[src/rtl/core/pse_pkg.sv]
// Shared types and constants for the postfix stack evaluator.
package pse_pkg;

    localparam int STACK_DEPTH = 32;
    localparam int DATA_W      = 32;
    localparam int ADDR_W      = $clog2(STACK_DEPTH);
    localparam int CNT_W       = $clog2(STACK_DEPTH + 1);
    localparam int DIV_CNT_W   = $clog2(DATA_W + 1);

    localparam logic [7:0] CH_NUL   = 8'h00;
    localparam logic [7:0] CH_ZERO  = 8'h30;
    localparam logic [7:0] CH_NINE  = 8'h39;
    localparam logic [7:0] CH_PLUS  = 8'h2B;
    localparam logic [7:0] CH_MINUS = 8'h2D;
    localparam logic [7:0] CH_STAR  = 8'h2A;
    localparam logic [7:0] CH_SLASH = 8'h2F;

    typedef enum logic [2:0] {
        OP_ADD  = 3'd0,
        OP_SUB  = 3'd1,
        OP_MUL  = 3'd2,
        OP_DIV  = 3'd3,
        OP_KEEP = 3'd4
    } op_t;

    typedef struct packed {
        logic start;
        op_t  op;
    } alu_req_t;

    typedef struct packed {
        logic done;
        logic div_zero;
    } alu_rsp_t;

endpackage

[src/rtl/core/pse_ram.sv]
// Generic single-write, single-read RAM with registered read data.
module pse_ram #(
    parameter int WIDTH = 32,
    parameter int DEPTH = 32
) (
    input  logic                     clk,
    input  logic                     wr_en,
    input  logic [$clog2(DEPTH)-1:0] wr_addr,
    input  logic [WIDTH-1:0]         wr_data,
    input  logic                     rd_en,
    input  logic [$clog2(DEPTH)-1:0] rd_addr,
    output logic [WIDTH-1:0]         rd_data
);

    logic [WIDTH-1:0] mem [DEPTH];
    logic [WIDTH-1:0] rd_data_reg;

    always_ff @(posedge clk)
    begin
        if (wr_en)
        begin
            mem[wr_addr] <= wr_data;
        end
        if (rd_en)
        begin
            rd_data_reg <= mem[rd_addr];
        end
    end

    assign rd_data = rd_data_reg;

endmodule

[src/rtl/core/pse_alu.sv]
// Shared arithmetic unit: add, subtract and multiply with a registered result; bit-serial signed divide.
module pse_alu
    import pse_pkg::*;
(
    input  logic              clk,
    input  logic              rst_n,
    input  alu_req_t          req,
    input  logic [DATA_W-1:0] a,
    input  logic [DATA_W-1:0] b,
    output alu_rsp_t          rsp,
    output logic [DATA_W-1:0] result
);

    logic                 busy_reg, busy_next;
    logic [DIV_CNT_W-1:0] cnt_reg, cnt_next;
    logic                 done_reg, done_next;
    logic                 dz_reg, dz_next;
    logic [DATA_W-1:0]    rem_reg, rem_next;
    logic [DATA_W-1:0]    quo_reg, quo_next;
    logic [DATA_W-1:0]    den_reg, den_next;
    logic                 neg_reg, neg_next;
    logic [DATA_W-1:0]    res_reg, res_next;

    logic [DATA_W:0]   rem_sh;
    logic [DATA_W:0]   diff;
    logic [DATA_W-1:0] a_mag;
    logic [DATA_W-1:0] b_mag;

    always_comb
    begin
        rem_sh = {rem_reg, quo_reg[DATA_W-1]};
        diff   = rem_sh - {1'b0, den_reg};
        a_mag  = a[DATA_W-1] ? (DATA_W'(0) - a) : a;
        b_mag  = b[DATA_W-1] ? (DATA_W'(0) - b) : b;

        busy_next = busy_reg;
        cnt_next  = cnt_reg;
        done_next = 1'b0;
        dz_next   = 1'b0;
        rem_next  = rem_reg;
        quo_next  = quo_reg;
        den_next  = den_reg;
        neg_next  = neg_reg;
        res_next  = res_reg;

        if (busy_reg)
        begin
            if (cnt_reg != '0)
            begin
                rem_next = diff[DATA_W] ? rem_sh[DATA_W-1:0] : diff[DATA_W-1:0];
                quo_next = {quo_reg[DATA_W-2:0], ~diff[DATA_W]};
                cnt_next = cnt_reg - 1'b1;
            end
            else
            begin
                res_next  = neg_reg ? (DATA_W'(0) - quo_reg) : quo_reg;
                done_next = 1'b1;
                busy_next = 1'b0;
            end
        end
        else if (req.start)
        begin
            unique case (req.op)
                OP_ADD:
                begin
                    res_next  = a + b;
                    done_next = 1'b1;
                end
                OP_SUB:
                begin
                    res_next  = a - b;
                    done_next = 1'b1;
                end
                OP_MUL:
                begin
                    res_next  = a * b;
                    done_next = 1'b1;
                end
                OP_DIV:
                begin
                    if (b == '0)
                    begin
                        res_next  = '0;
                        dz_next   = 1'b1;
                        done_next = 1'b1;
                    end
                    else
                    begin
                        rem_next  = '0;
                        quo_next  = a_mag;
                        den_next  = b_mag;
                        neg_next  = a[DATA_W-1] ^ b[DATA_W-1];
                        cnt_next  = DIV_CNT_W'(DATA_W);
                        busy_next = 1'b1;
                    end
                end
                default:
                begin
                    done_next = 1'b1;
                end
            endcase
        end
    end

    always_ff @(posedge clk or negedge rst_n)
    begin
        if (!rst_n)
        begin
            busy_reg <= 1'b0;
            cnt_reg  <= '0;
            done_reg <= 1'b0;
            dz_reg   <= 1'b0;
        end
        else
        begin
            busy_reg <= busy_next;
            cnt_reg  <= cnt_next;
            done_reg <= done_next;
            dz_reg   <= dz_next;
        end
    end

    always_ff @(posedge clk)
    begin
        rem_reg <= rem_next;
        quo_reg <= quo_next;
        den_reg <= den_next;
        neg_reg <= neg_next;
        res_reg <= res_next;
    end

    assign rsp.done     = done_reg;
    assign rsp.div_zero = dz_reg;
    assign result       = res_reg;

endmodule

[src/rtl/core/postfix_stack_evaluator.sv]
// Postfix expression evaluator top level: request sequencer, value stack, result register.
// Each request carries one expression character. A digit is pushed as it is accepted; a
// zero byte, and any byte after it up to tlast, is skipped. An operator pops two values
// from the stack RAM (POP_B, POP_A, CAP_A), runs the shared arithmetic unit (EXEC, WAIT)
// and pushes the result (PUSH); a divide waits on the bit-serial divider unless the
// divisor is zero. Any other byte skips the arithmetic unit and pushes the last result
// again. With tlast set, the final pop (FIN_RD, FIN_CAP) holds while the previous result
// is not taken; the result register lets the next expression start while it waits.
module postfix_stack_evaluator
    import pse_pkg::*;
(
    input  logic              clk,
    input  logic              rst_n,
    input  logic              s_axis_tvalid,
    output logic              s_axis_tready,
    input  logic [7:0]        s_axis_tdata,   // [7:0] symbol
    input  logic              s_axis_tlast,
    output logic              m_axis_tvalid,
    input  logic              m_axis_tready,
    output logic [DATA_W-1:0] m_axis_tdata,   // [31:0] result
    output logic [2:0]        m_axis_tuser    // [0] divide_by_zero, [1] stack_overflow,
                                              // [2] stack_underflow
);

    typedef enum logic [8:0] {
        ST_IDLE    = 9'b000000001,
        ST_POP_B   = 9'b000000010,
        ST_POP_A   = 9'b000000100,
        ST_CAP_A   = 9'b000001000,
        ST_EXEC    = 9'b000010000,
        ST_WAIT    = 9'b000100000,
        ST_PUSH    = 9'b001000000,
        ST_FIN_RD  = 9'b010000000,
        ST_FIN_CAP = 9'b100000000
    } state_t;

    state_t            state_reg, state_next;
    logic [CNT_W-1:0]  count_reg, count_next;
    logic [DATA_W-1:0] last_val_reg, last_val_next;
    logic              dz_reg, dz_next;
    logic              ovf_reg, ovf_next;
    logic              unf_reg, unf_next;
    logic              skip_reg, skip_next;
    logic              empty_reg, empty_next;
    op_t               op_reg, op_next;
    logic              last_reg, last_next;
    logic [DATA_W-1:0] op_a_reg, op_a_next;
    logic [DATA_W-1:0] op_b_reg, op_b_next;
    logic              m_valid_reg, m_valid_next;
    logic [DATA_W-1:0] m_data_reg, m_data_next;
    logic [2:0]        m_user_reg, m_user_next;

    logic              ram_we;
    logic [ADDR_W-1:0] ram_waddr;
    logic [DATA_W-1:0] ram_wdata;
    logic              ram_re;
    logic [ADDR_W-1:0] ram_raddr;
    logic [DATA_W-1:0] ram_rdata;

    alu_req_t          alu_req;
    alu_rsp_t          alu_rsp;
    logic [DATA_W-1:0] alu_result;

    logic [CNT_W-1:0]  count_dec;
    logic              stack_full;
    logic              stack_empty;
    logic              in_fire;
    logic              out_free;
    logic [DATA_W-1:0] pop_data;
    op_t               sym_op;

    pse_ram #(
        .WIDTH (DATA_W),
        .DEPTH (STACK_DEPTH)
    ) u_stack (
        .clk     (clk),
        .wr_en   (ram_we),
        .wr_addr (ram_waddr),
        .wr_data (ram_wdata),
        .rd_en   (ram_re),
        .rd_addr (ram_raddr),
        .rd_data (ram_rdata)
    );

    pse_alu u_alu (
        .clk    (clk),
        .rst_n  (rst_n),
        .req    (alu_req),
        .a      (op_a_reg),
        .b      (op_b_reg),
        .rsp    (alu_rsp),
        .result (alu_result)
    );

    assign s_axis_tready = (state_reg == ST_IDLE);
    assign in_fire       = s_axis_tvalid && s_axis_tready;
    assign out_free      = !m_valid_reg || m_axis_tready;
    assign count_dec     = count_reg - 1'b1;
    assign stack_full    = (count_reg >= CNT_W'(STACK_DEPTH));
    assign stack_empty   = (count_reg == '0);
    assign pop_data      = empty_reg ? '0 : ram_rdata;

    always_comb
    begin
        case (s_axis_tdata)
            CH_PLUS:  sym_op = OP_ADD;
            CH_MINUS: sym_op = OP_SUB;
            CH_STAR:  sym_op = OP_MUL;
            CH_SLASH: sym_op = OP_DIV;
            default:  sym_op = OP_KEEP;
        endcase
    end

    always_comb
    begin
        state_next    = state_reg;
        count_next    = count_reg;
        last_val_next = last_val_reg;
        dz_next       = dz_reg;
        ovf_next      = ovf_reg;
        unf_next      = unf_reg;
        skip_next     = skip_reg;
        empty_next    = empty_reg;
        op_next       = op_reg;
        last_next     = last_reg;
        op_a_next     = op_a_reg;
        op_b_next     = op_b_reg;
        m_data_next   = m_data_reg;
        m_user_next   = m_user_reg;
        m_valid_next  = m_valid_reg && !m_axis_tready;

        ram_we        = 1'b0;
        ram_waddr     = count_reg[ADDR_W-1:0];
        ram_wdata     = last_val_reg;
        ram_re        = 1'b0;
        ram_raddr     = count_dec[ADDR_W-1:0];
        alu_req.start = 1'b0;
        alu_req.op    = op_reg;

        unique case (state_reg)
            ST_IDLE:
            begin
                if (in_fire)
                begin
                    last_next = s_axis_tlast;
                    if (skip_reg || (s_axis_tdata == CH_NUL))
                    begin
                        skip_next  = 1'b1;
                        state_next = s_axis_tlast ? ST_FIN_RD : ST_IDLE;
                    end
                    else if ((s_axis_tdata >= CH_ZERO) && (s_axis_tdata <= CH_NINE))
                    begin
                        if (stack_full)
                        begin
                            ovf_next = 1'b1;
                        end
                        else
                        begin
                            ram_we     = 1'b1;
                            ram_wdata  = {{(DATA_W-4){1'b0}}, s_axis_tdata[3:0]};
                            count_next = count_reg + 1'b1;
                        end
                        state_next = s_axis_tlast ? ST_FIN_RD : ST_IDLE;
                    end
                    else
                    begin
                        op_next    = sym_op;
                        state_next = ST_POP_B;
                    end
                end
            end
            ST_POP_B:
            begin
                if (stack_empty)
                begin
                    unf_next   = 1'b1;
                    empty_next = 1'b1;
                end
                else
                begin
                    ram_re     = 1'b1;
                    empty_next = 1'b0;
                    count_next = count_dec;
                end
                state_next = ST_POP_A;
            end
            ST_POP_A:
            begin
                op_b_next = pop_data;
                if (stack_empty)
                begin
                    unf_next   = 1'b1;
                    empty_next = 1'b1;
                end
                else
                begin
                    ram_re     = 1'b1;
                    empty_next = 1'b0;
                    count_next = count_dec;
                end
                state_next = ST_CAP_A;
            end
            ST_CAP_A:
            begin
                op_a_next  = pop_data;
                state_next = ST_EXEC;
            end
            ST_EXEC:
            begin
                if (op_reg == OP_KEEP)
                begin
                    state_next = ST_PUSH;
                end
                else
                begin
                    alu_req.start = 1'b1;
                    state_next    = ST_WAIT;
                end
            end
            ST_WAIT:
            begin
                if (alu_rsp.done)
                begin
                    last_val_next = alu_result;
                    dz_next       = dz_reg || alu_rsp.div_zero;
                    state_next    = ST_PUSH;
                end
            end
            ST_PUSH:
            begin
                if (stack_full)
                begin
                    ovf_next = 1'b1;
                end
                else
                begin
                    ram_we     = 1'b1;
                    count_next = count_reg + 1'b1;
                end
                state_next = last_reg ? ST_FIN_RD : ST_IDLE;
            end
            ST_FIN_RD:
            begin
                if (stack_empty)
                begin
                    unf_next   = 1'b1;
                    empty_next = 1'b1;
                end
                else
                begin
                    ram_re     = 1'b1;
                    empty_next = 1'b0;
                end
                state_next = ST_FIN_CAP;
            end
            ST_FIN_CAP:
            begin
                if (out_free)
                begin
                    m_valid_next  = 1'b1;
                    m_data_next   = pop_data;
                    m_user_next   = {unf_reg, ovf_reg, dz_reg};
                    count_next    = '0;
                    last_val_next = '0;
                    dz_next       = 1'b0;
                    ovf_next      = 1'b0;
                    unf_next      = 1'b0;
                    skip_next     = 1'b0;
                    state_next    = ST_IDLE;
                end
            end
            default:
            begin
                state_next = ST_IDLE;
            end
        endcase
    end

    always_ff @(posedge clk or negedge rst_n)
    begin
        if (!rst_n)
        begin
            state_reg    <= ST_IDLE;
            count_reg    <= '0;
            last_val_reg <= '0;
            dz_reg       <= 1'b0;
            ovf_reg      <= 1'b0;
            unf_reg      <= 1'b0;
            skip_reg     <= 1'b0;
            m_valid_reg  <= 1'b0;
        end
        else
        begin
            state_reg    <= state_next;
            count_reg    <= count_next;
            last_val_reg <= last_val_next;
            dz_reg       <= dz_next;
            ovf_reg      <= ovf_next;
            unf_reg      <= unf_next;
            skip_reg     <= skip_next;
            m_valid_reg  <= m_valid_next;
        end
    end

    always_ff @(posedge clk)
    begin
        empty_reg  <= empty_next;
        op_reg     <= op_next;
        last_reg   <= last_next;
        op_a_reg   <= op_a_next;
        op_b_reg   <= op_b_next;
        m_data_reg <= m_data_next;
        m_user_reg <= m_user_next;
    end

    assign m_axis_tvalid = m_valid_reg;
    assign m_axis_tdata  = m_data_reg;
    assign m_axis_tuser  = m_user_reg;

    a_count_bound: assert property (@(posedge clk) disable iff (!rst_n)
        count_reg <= CNT_W'(STACK_DEPTH))
        else $error("stack count beyond depth");

    a_out_from_fin: assert property (@(posedge clk) disable iff (!rst_n)
        $rose(m_axis_tvalid) |-> $past(state_reg == ST_FIN_CAP))
        else $error("result raised outside final pop");

    a_clear_after_fin: assert property (@(posedge clk) disable iff (!rst_n)
        (state_reg == ST_FIN_CAP && out_free) |=> (count_reg == '0 && !skip_reg))
        else $error("evaluator not cleared after result");

    a_alu_done_in_wait: assert property (@(posedge clk) disable iff (!rst_n)
        alu_rsp.done |-> (state_reg == ST_WAIT))
        else $error("arithmetic unit done outside wait state");

endmodule

[config.mk]
export PLATFORM = sky130hd
export DESIGN_NAME = postfix_stack_evaluator
export DESIGN_NICKNAME = d
export VERILOG_FILES = /design/src/rtl/core/pse_pkg.sv /design/src/rtl/core/pse_ram.sv /design/src/rtl/core/pse_alu.sv /design/src/rtl/core/postfix_stack_evaluator.sv
export SDC_FILE = /design/constraint.sdc
export NUM_CORES = 2
export LEC_CHECK = 0
export ABC_AREA = 1
export BUFFER_PORTS_ARGS = -buffer_cell sky130_fd_sc_hd__buf_2
export CAP_MARGIN = 0
export CORE_MARGIN = 3
export CORE_UTILIZATION = 60
export CTS_BUF_LIST = sky130_fd_sc_hd__clkbuf_8
export CTS_CLUSTER_DIAMETER = 200
export DETAILED_ROUTE_END_ITERATION = 10
export PLACE_DENSITY = 0.74
export SLEW_MARGIN = 20
export SYNTH_ARGS = -nofsm -noshare
export SYNTH_HDL_FRONTEND = slang
export SYNTH_SLANG_ARGS = --single-unit
[constraint.sdc]
create_clock -name clk -period 9.86 [get_ports clk]
set_clock_uncertainty 0.2 [all_clocks]
set_input_delay 1.972 -clock clk [delete_from_list [all_inputs] [get_ports clk]]
set_output_delay 1.972 -clock clk [all_outputs]
set_load 0.01 [all_outputs]
### After elaboration in Yosys (flattened, before gate mapping)

Memory sizes are Yosys's and may differ from the RTL's. A register that Yosys moved wholly into a read port is not among the register bits.
Cells that the tools add are included.
Widths: inputs -> output; s select.

| word-level totals | value |
|---|---|
| register bits after elaboration | 294 |
| memory bits (writable) | 1024 |
| bits of input ports | 13 |
| output and inout bits | 37 |
| logic and storage cells | 199 |
| memories kept | 1 |

| operators by class | value |
|---|---|
| add/sub/neg operators | 9 |
| multipliers | 1 |
| magnitude comparators | 3 |
| eq/ne operators | 29 |
| multiplexer cells | 90 |
| bitwise operators | 6 |
| reduce and logical (&&, ||, !) cells | 35 |

Memories:

| name | depth | bits a word | rd ports | clocked after Yosys merged registers in | write ports | RTL line | source |
|---|---|---|---|---|---|---|---|
| u_stack.mem | 32 | 32 | 1 | 1 | 1 | pse_ram.sv:15 | `logic [WIDTH-1:0] mem [DEPTH];` |

Operator list:

| operator | number |
|---|---|
| $mux 32 | 25 |
| $pmux 32 s4 | 1 |
| $sub 1x32->32 const A | 3 |
| $pmux 9 s9 | 1 |
| $mux 6 | 11 |
| $pmux 32 s2 | 1 |
| $mux 1 | 35 |
| $sub 33x32->33 | 1 |
| $add 32x32->32 | 1 |
| $eq 8x6->1 const B | 4 |
| $logic_not 32->1 | 1 |
| $mul 32x32->32 | 1 |
| $mux 8 | 4 |
| $sub 32x32->32 | 1 |
| $mux 31 | 1 |
| $mux 9 | 3 |
| $pmux 6 s4 | 1 |
| $reduce_and 4->1 | 5 |
| $ne 2x1->1 const B | 6 |
| $pmux 3 s4 | 1 |
| $sub 6x1->6 const B | 2 |
| $ne 2x2->1 const B | 5 |
| $reduce_bool 2->1 | 5 |
| $eq 9x1->1 const B | 1 |
| other kinds (37) | 53 |

### Longest topological paths before layout

| depth | value |
|---|---|
| depth in word-level cells | 8 |
| gate-level depth with buffers | 33 |
| depth with buffers taken out | 31 |

### Cells and area by module

A second synthesis with hierarchy kept.

| unflattened totals | value |
|---|---|
| cell total of the unflattened synthesis | 8087 |
| area, all modules | 77919.7 um2 |

By module, submodules not included:

| module | times used | cells an instance | area each (um2) | seq. area each (um2) |
|---|---|---|---|---|
| pse_ram | 1 | 3536 | 42726.0 | 31710.4 |
| pse_alu | 1 | 3948 | 28702.5 | 4098.9 |
| postfix_stack_evaluator | 1 | 603 | 6491.2 | 4425.5 |

### Worst setup path before layout

OpenSTA, ideal clock, no wires.

| timing | value |
|---|---|
| path type | register to register |
| start point | register op_b_reg[5] |
| end point | register u_alu.res_reg[28] (netlist: u_alu.result[28]) (data pin) |
| arrival time | 6716 ps |
| slack | 2688 ps |
| cell stages (with the launch flop) | 29 |
| path buffers | 2 |
| period minus slack after synthesis | 7172 ps |
| cell sequence | edfxtp_1 -> clkbuf_1 -> buf_1 -> nand2_1 -> inv_1 -> fa_1 -> fa_1 -> fa_1 -> inv_1 -> fa_1 -> inv_1 -> fa_1 -> inv_1 -> fa_1 -> inv_1 -> fa_1 -> fa_1 -> ha_1 -> nand2_1 -> nor4_1 -> nand4_1 -> nand3_1 -> a21boi_0 -> o21ai_0 -> nand2_1 -> nand2_1 -> o22ai_1 -> nand2_1 -> nand2_1 |

| on the way | value |
|---|---|
| cells in the longest elaborated chain, start to end | 4 |
| elaborated cells on any way between the ends | 6 |
| those cells by class | add/sub: 2; mul: 1; mux: 3 |

RTL lines:

| element | RTL line | source |
|---|---|---|
| start: declaration | postfix_stack_evaluator.sv:48 | `logic [DATA_W-1:0] op_b_reg, op_b_next;` |
| start signal: assignment | postfix_stack_evaluator.sv:311 | `op_b_reg <= op_b_next;` |
| $mul 32x32->32, or another cell as far along | pse_alu.sv:76 | `res_next = a * b;` |
| $pmux 32 s4 (*) | pse_alu.sv:63 | `unique case (req.op)` |
| $mux 32 (*) | pse_alu.sv:61 | `else if (req.start)` |
| $mux 32 (*) | pse_alu.sv:46 | `if (busy_reg)` |
| net u_alu.res_next[28] | pse_alu.sv:22 | `logic [DATA_W-1:0] res_reg, res_next;` |
| end signal: assignment | pse_alu.sv:129 | `res_reg <= res_next;` |
| end: declaration | pse_alu.sv:22 |  |

Mark *: on every way through the listed nets, which the timed path passes. The rest lies on a longest branch. The select of a mux whose other input is x is not followed.
A chain may end at the register's enable or synchronous reset.

### Final worst setup path

| timing | value |
|---|---|
| start point | register op_a_reg[15] |
| end point | register u_alu.res_reg[29] (netlist: u_alu.result[29]) (data pin) |

| on the way | value |
|---|---|
| cells in the longest elaborated chain, start to end | 4 |
| elaborated cells on any way between the ends | 6 |
| those cells by class | add/sub: 2; mul: 1; mux: 3 |

RTL lines:

| element | RTL line | source |
|---|---|---|
| start: declaration | postfix_stack_evaluator.sv:47 | `logic [DATA_W-1:0] op_a_reg, op_a_next;` |
| start signal: assignment | postfix_stack_evaluator.sv:310 | `op_a_reg <= op_a_next;` |
| $mul 32x32->32, or another cell as far along | pse_alu.sv:76 |  |
| $pmux 32 s4 (*) | pse_alu.sv:63 |  |
| $mux 32 (*) | pse_alu.sv:61 |  |
| $mux 32 (*) | pse_alu.sv:46 |  |
| net u_alu.res_next[29] | pse_alu.sv:22 |  |

Marked as above.

==> qor.txt <==
RSZ-0062 raised after global routing -> no
Critical Path RT -> 10320 ps
EDFF count, synth -> 1289
peak supply drop -> 0.000392 V
GRT Util Overall -> 34.6%
prevailing post-synth register cell -> edfxtp_1
Avg Inst Size Synth -> 10.4 um2
GPL Wtd Cong -> 1.00
clk_lat worst skew -> 970 ps
Core Rows -> 129
Area contributors post-synth -> edfxtp_1 52%, fa_1 11%, o21ai_0 5.6%
Yosys warning count -> 0
Die X -> 360 um
Worst Tran Pin Value -> 1220 ps
Pre-Repair DR Iteration Count -> 6
Final nets -> 7789
Seq/Total Area, Yosys -> 53.6%
H-Tree Level Count -> 4
area of the core -> 124000 um2
via count -> 55200
post-DR wirelength/cell -> 25.0 um
max-cap viol count -> 0
Commonest cells post-synth -> 1289 x edfxtp_1, 1017 x inv_1, 952 x nand2_1
CP max FO -> 22
synthesized cell area -> 75100 um2
Filler cells -> 9562
die height -> 360 um
Slew headroom -> 19.0%
leakage -> 33.0 nW
CTS tree -> yes
Max Slew Vio Count -> 0
PD cells -> 249 nW/um2
count leader, synth -> edfxtp_1
DRC -> 0
Yosys reg bits -> 1350
initial antenna violation count -> 7
detailed placement HPWL -> 141000 um
CTS max path bufs -> 3
Worst Hold Class -> reg -> reg
CP endpoint kind -> flop
clock sink count -> 1350
largest net degree at the start of global routing -> 200
ANT nets after route -> 0
vias in the first global route -> 54300
Die ar. -> 129000 um2
TritonCTS Buffers -> 211
status -> complete, no violations
# setup viols final -> 0
Clock Pin Slew Worst Setup and Hold Paths -> 70 ps
Post-CTS Setup Bufs -> 0
grt total ovfl -> 0
Synth Instances -> 7195
critical path type -> reg -> reg
part of the cycle the worst path needs -> 82.5%
Area growth syn-to-layout -> 8.05%
I/O Pins -> 50
Worst Path Arrival -> 8600 ps
share of cells above drive strength 1 -> 7.88%
Distinct cells, synth -> 61
syn nets -> 7815
largest reg by FF count -> u_stack.mem
starting density of the core -> 60.6%
FFs w/ async S/R, synth -> 4.52%
sum of negative setup slack -> 0 ps
Synth top area share -> 51.5%
vias per cell -> 6.15
Critical Path Start Type -> flop
PortBufs -> 49
post_cts resized -> 0
Final Hold Viols -> 0
hold buffers post-CTS -> 0
Synth area leader -> edfxtp_1
First DRT Iteration DRCs -> 7061
Routed Wire Length -> 224000 um
Highest Clock Rate -> 123 MHz
flip-flop count of the largest register after layout -> 1024
root buf cell -> clkbuf_8
first-pass GRT wire length -> 335000 um
Period minus WS final -> 8140 ps
DP Area -> 77200 um2
Final Cell Area -> 81200 um2
==> cells in the final DEF (no fill, tap or decap), types with 47 or more instances in the layout <==
master	count
a21oi_1	225
fa_1	410
clkinv_1	61
nand3_1	189
buf_2	49
xor2_1	85
dfrtp_1	58
edfxtp_1	1289
nor2_4	47
ha_1	196
nor2_1	816
a31oi_1	54
o21ai_0	830
inv_1	1081
clkbuf_8	214
o221ai_1	192
o22ai_1	72
nand2_1	952
buf_4	127
xnor2_1	49
==> kinds of logic after synthesis <==
group                    share of synthesized area (%)
adder cells (fa/ha/maj)                           14.2
buffers and inverters                             7.33
AO/OA/AOI/OAI                                     11.4
AND/OR/NAND/NOR                                   11.9
flip-flops                                        53.6
XOR/XNOR                                          1.60
==> layer usage <==
metal  GRT usage, %  vias up  part of all wire (%)
met5              0        -                0.0076
met4           16.3        2                   5.1
met3           6.42      636                    10
met2           56.1     3104                    48
met1           45.6    27100                    37
li1               -    24300                     -
==> final cells by class <==
class	instances	area [um2]	area share, %
diodes	5	12.5	0.0154
multi-input cells	4394	29800	36.8
clock inverters	164	901	1.11
clock buffers	214	2950	3.63
repair buffers	181	1300	1.60
well taps	1637	2050	2.52
flip-flops and latches	1350	40200	49.6
inverters	1031	3890	4.79
==> worst max-delay path, stage by stage, from the launching register on <==
cell and delay [ps]:
edfxtp_1 1150, nand2_1 130, inv_1 130, fa_1 440
fa_1 500, fa_1 520, inv_1 50, fa_1 470
inv_1 50, fa_1 480, fa_1 560, fa_1 450
fa_1 480, ha_1 370, nand2_1 110, nor2_1 120
inv_1 60, nor3_1 410, nand3_1 180, nand3_1 180
a21oi_1 100, o21ai_0 220, a21oi_1 90, o21ai_0 150
nand2_1 80, nand2_1 60, nand2_1 60
==> path summary, 6_finish.rpt <==
kind	from	endpoint	slack, ps	cells past startpoint
worst max-delay path	op_a_reg[15]	u_alu.result[29]	1720	26
worst min-delay path	ovf_reg	m_axis_tuser[1]	250	0
worst max register to register	op_a_reg[15]	u_alu.result[29]	1720	26
worst min register to register	ovf_reg	m_axis_tuser[1]	250	0
max in group asynchronous	rst_n	u_alu.busy_reg	7810	2
min in group asynchronous	rst_n	count_reg[5]	1030	2
==> per-stage QoR <==
| stage | util (%) | power, mW | worst slack [ps] | std cells | hold slack, ps |
|---|---|---|---|---|---|
| floorplan | - | 12.8 | 2690 | 7195 | 219 |
| global placement | 62.3 | 15.5 | 1880 | 8593 | 232 |
| detailed placement | 62.3 | 15.7 | 1820 | 8593 | 236 |
| CTS | 65.4 | 20.0 | 1770 | 8971 | 249 |
| global route | 65.5 | 21.2 | 1350 | 8972 | 270 |
| finish | 65.5 | 20.2 | 1720 | 8976 | 249 |
==> power breakdown <==
group / switching (mW) / internal, mW
sequential: 0.125 / 7.23
combinational: 6.08 / 2.36
clock: 2.29 / 2.10
Power figures use the tool's default switching activity.
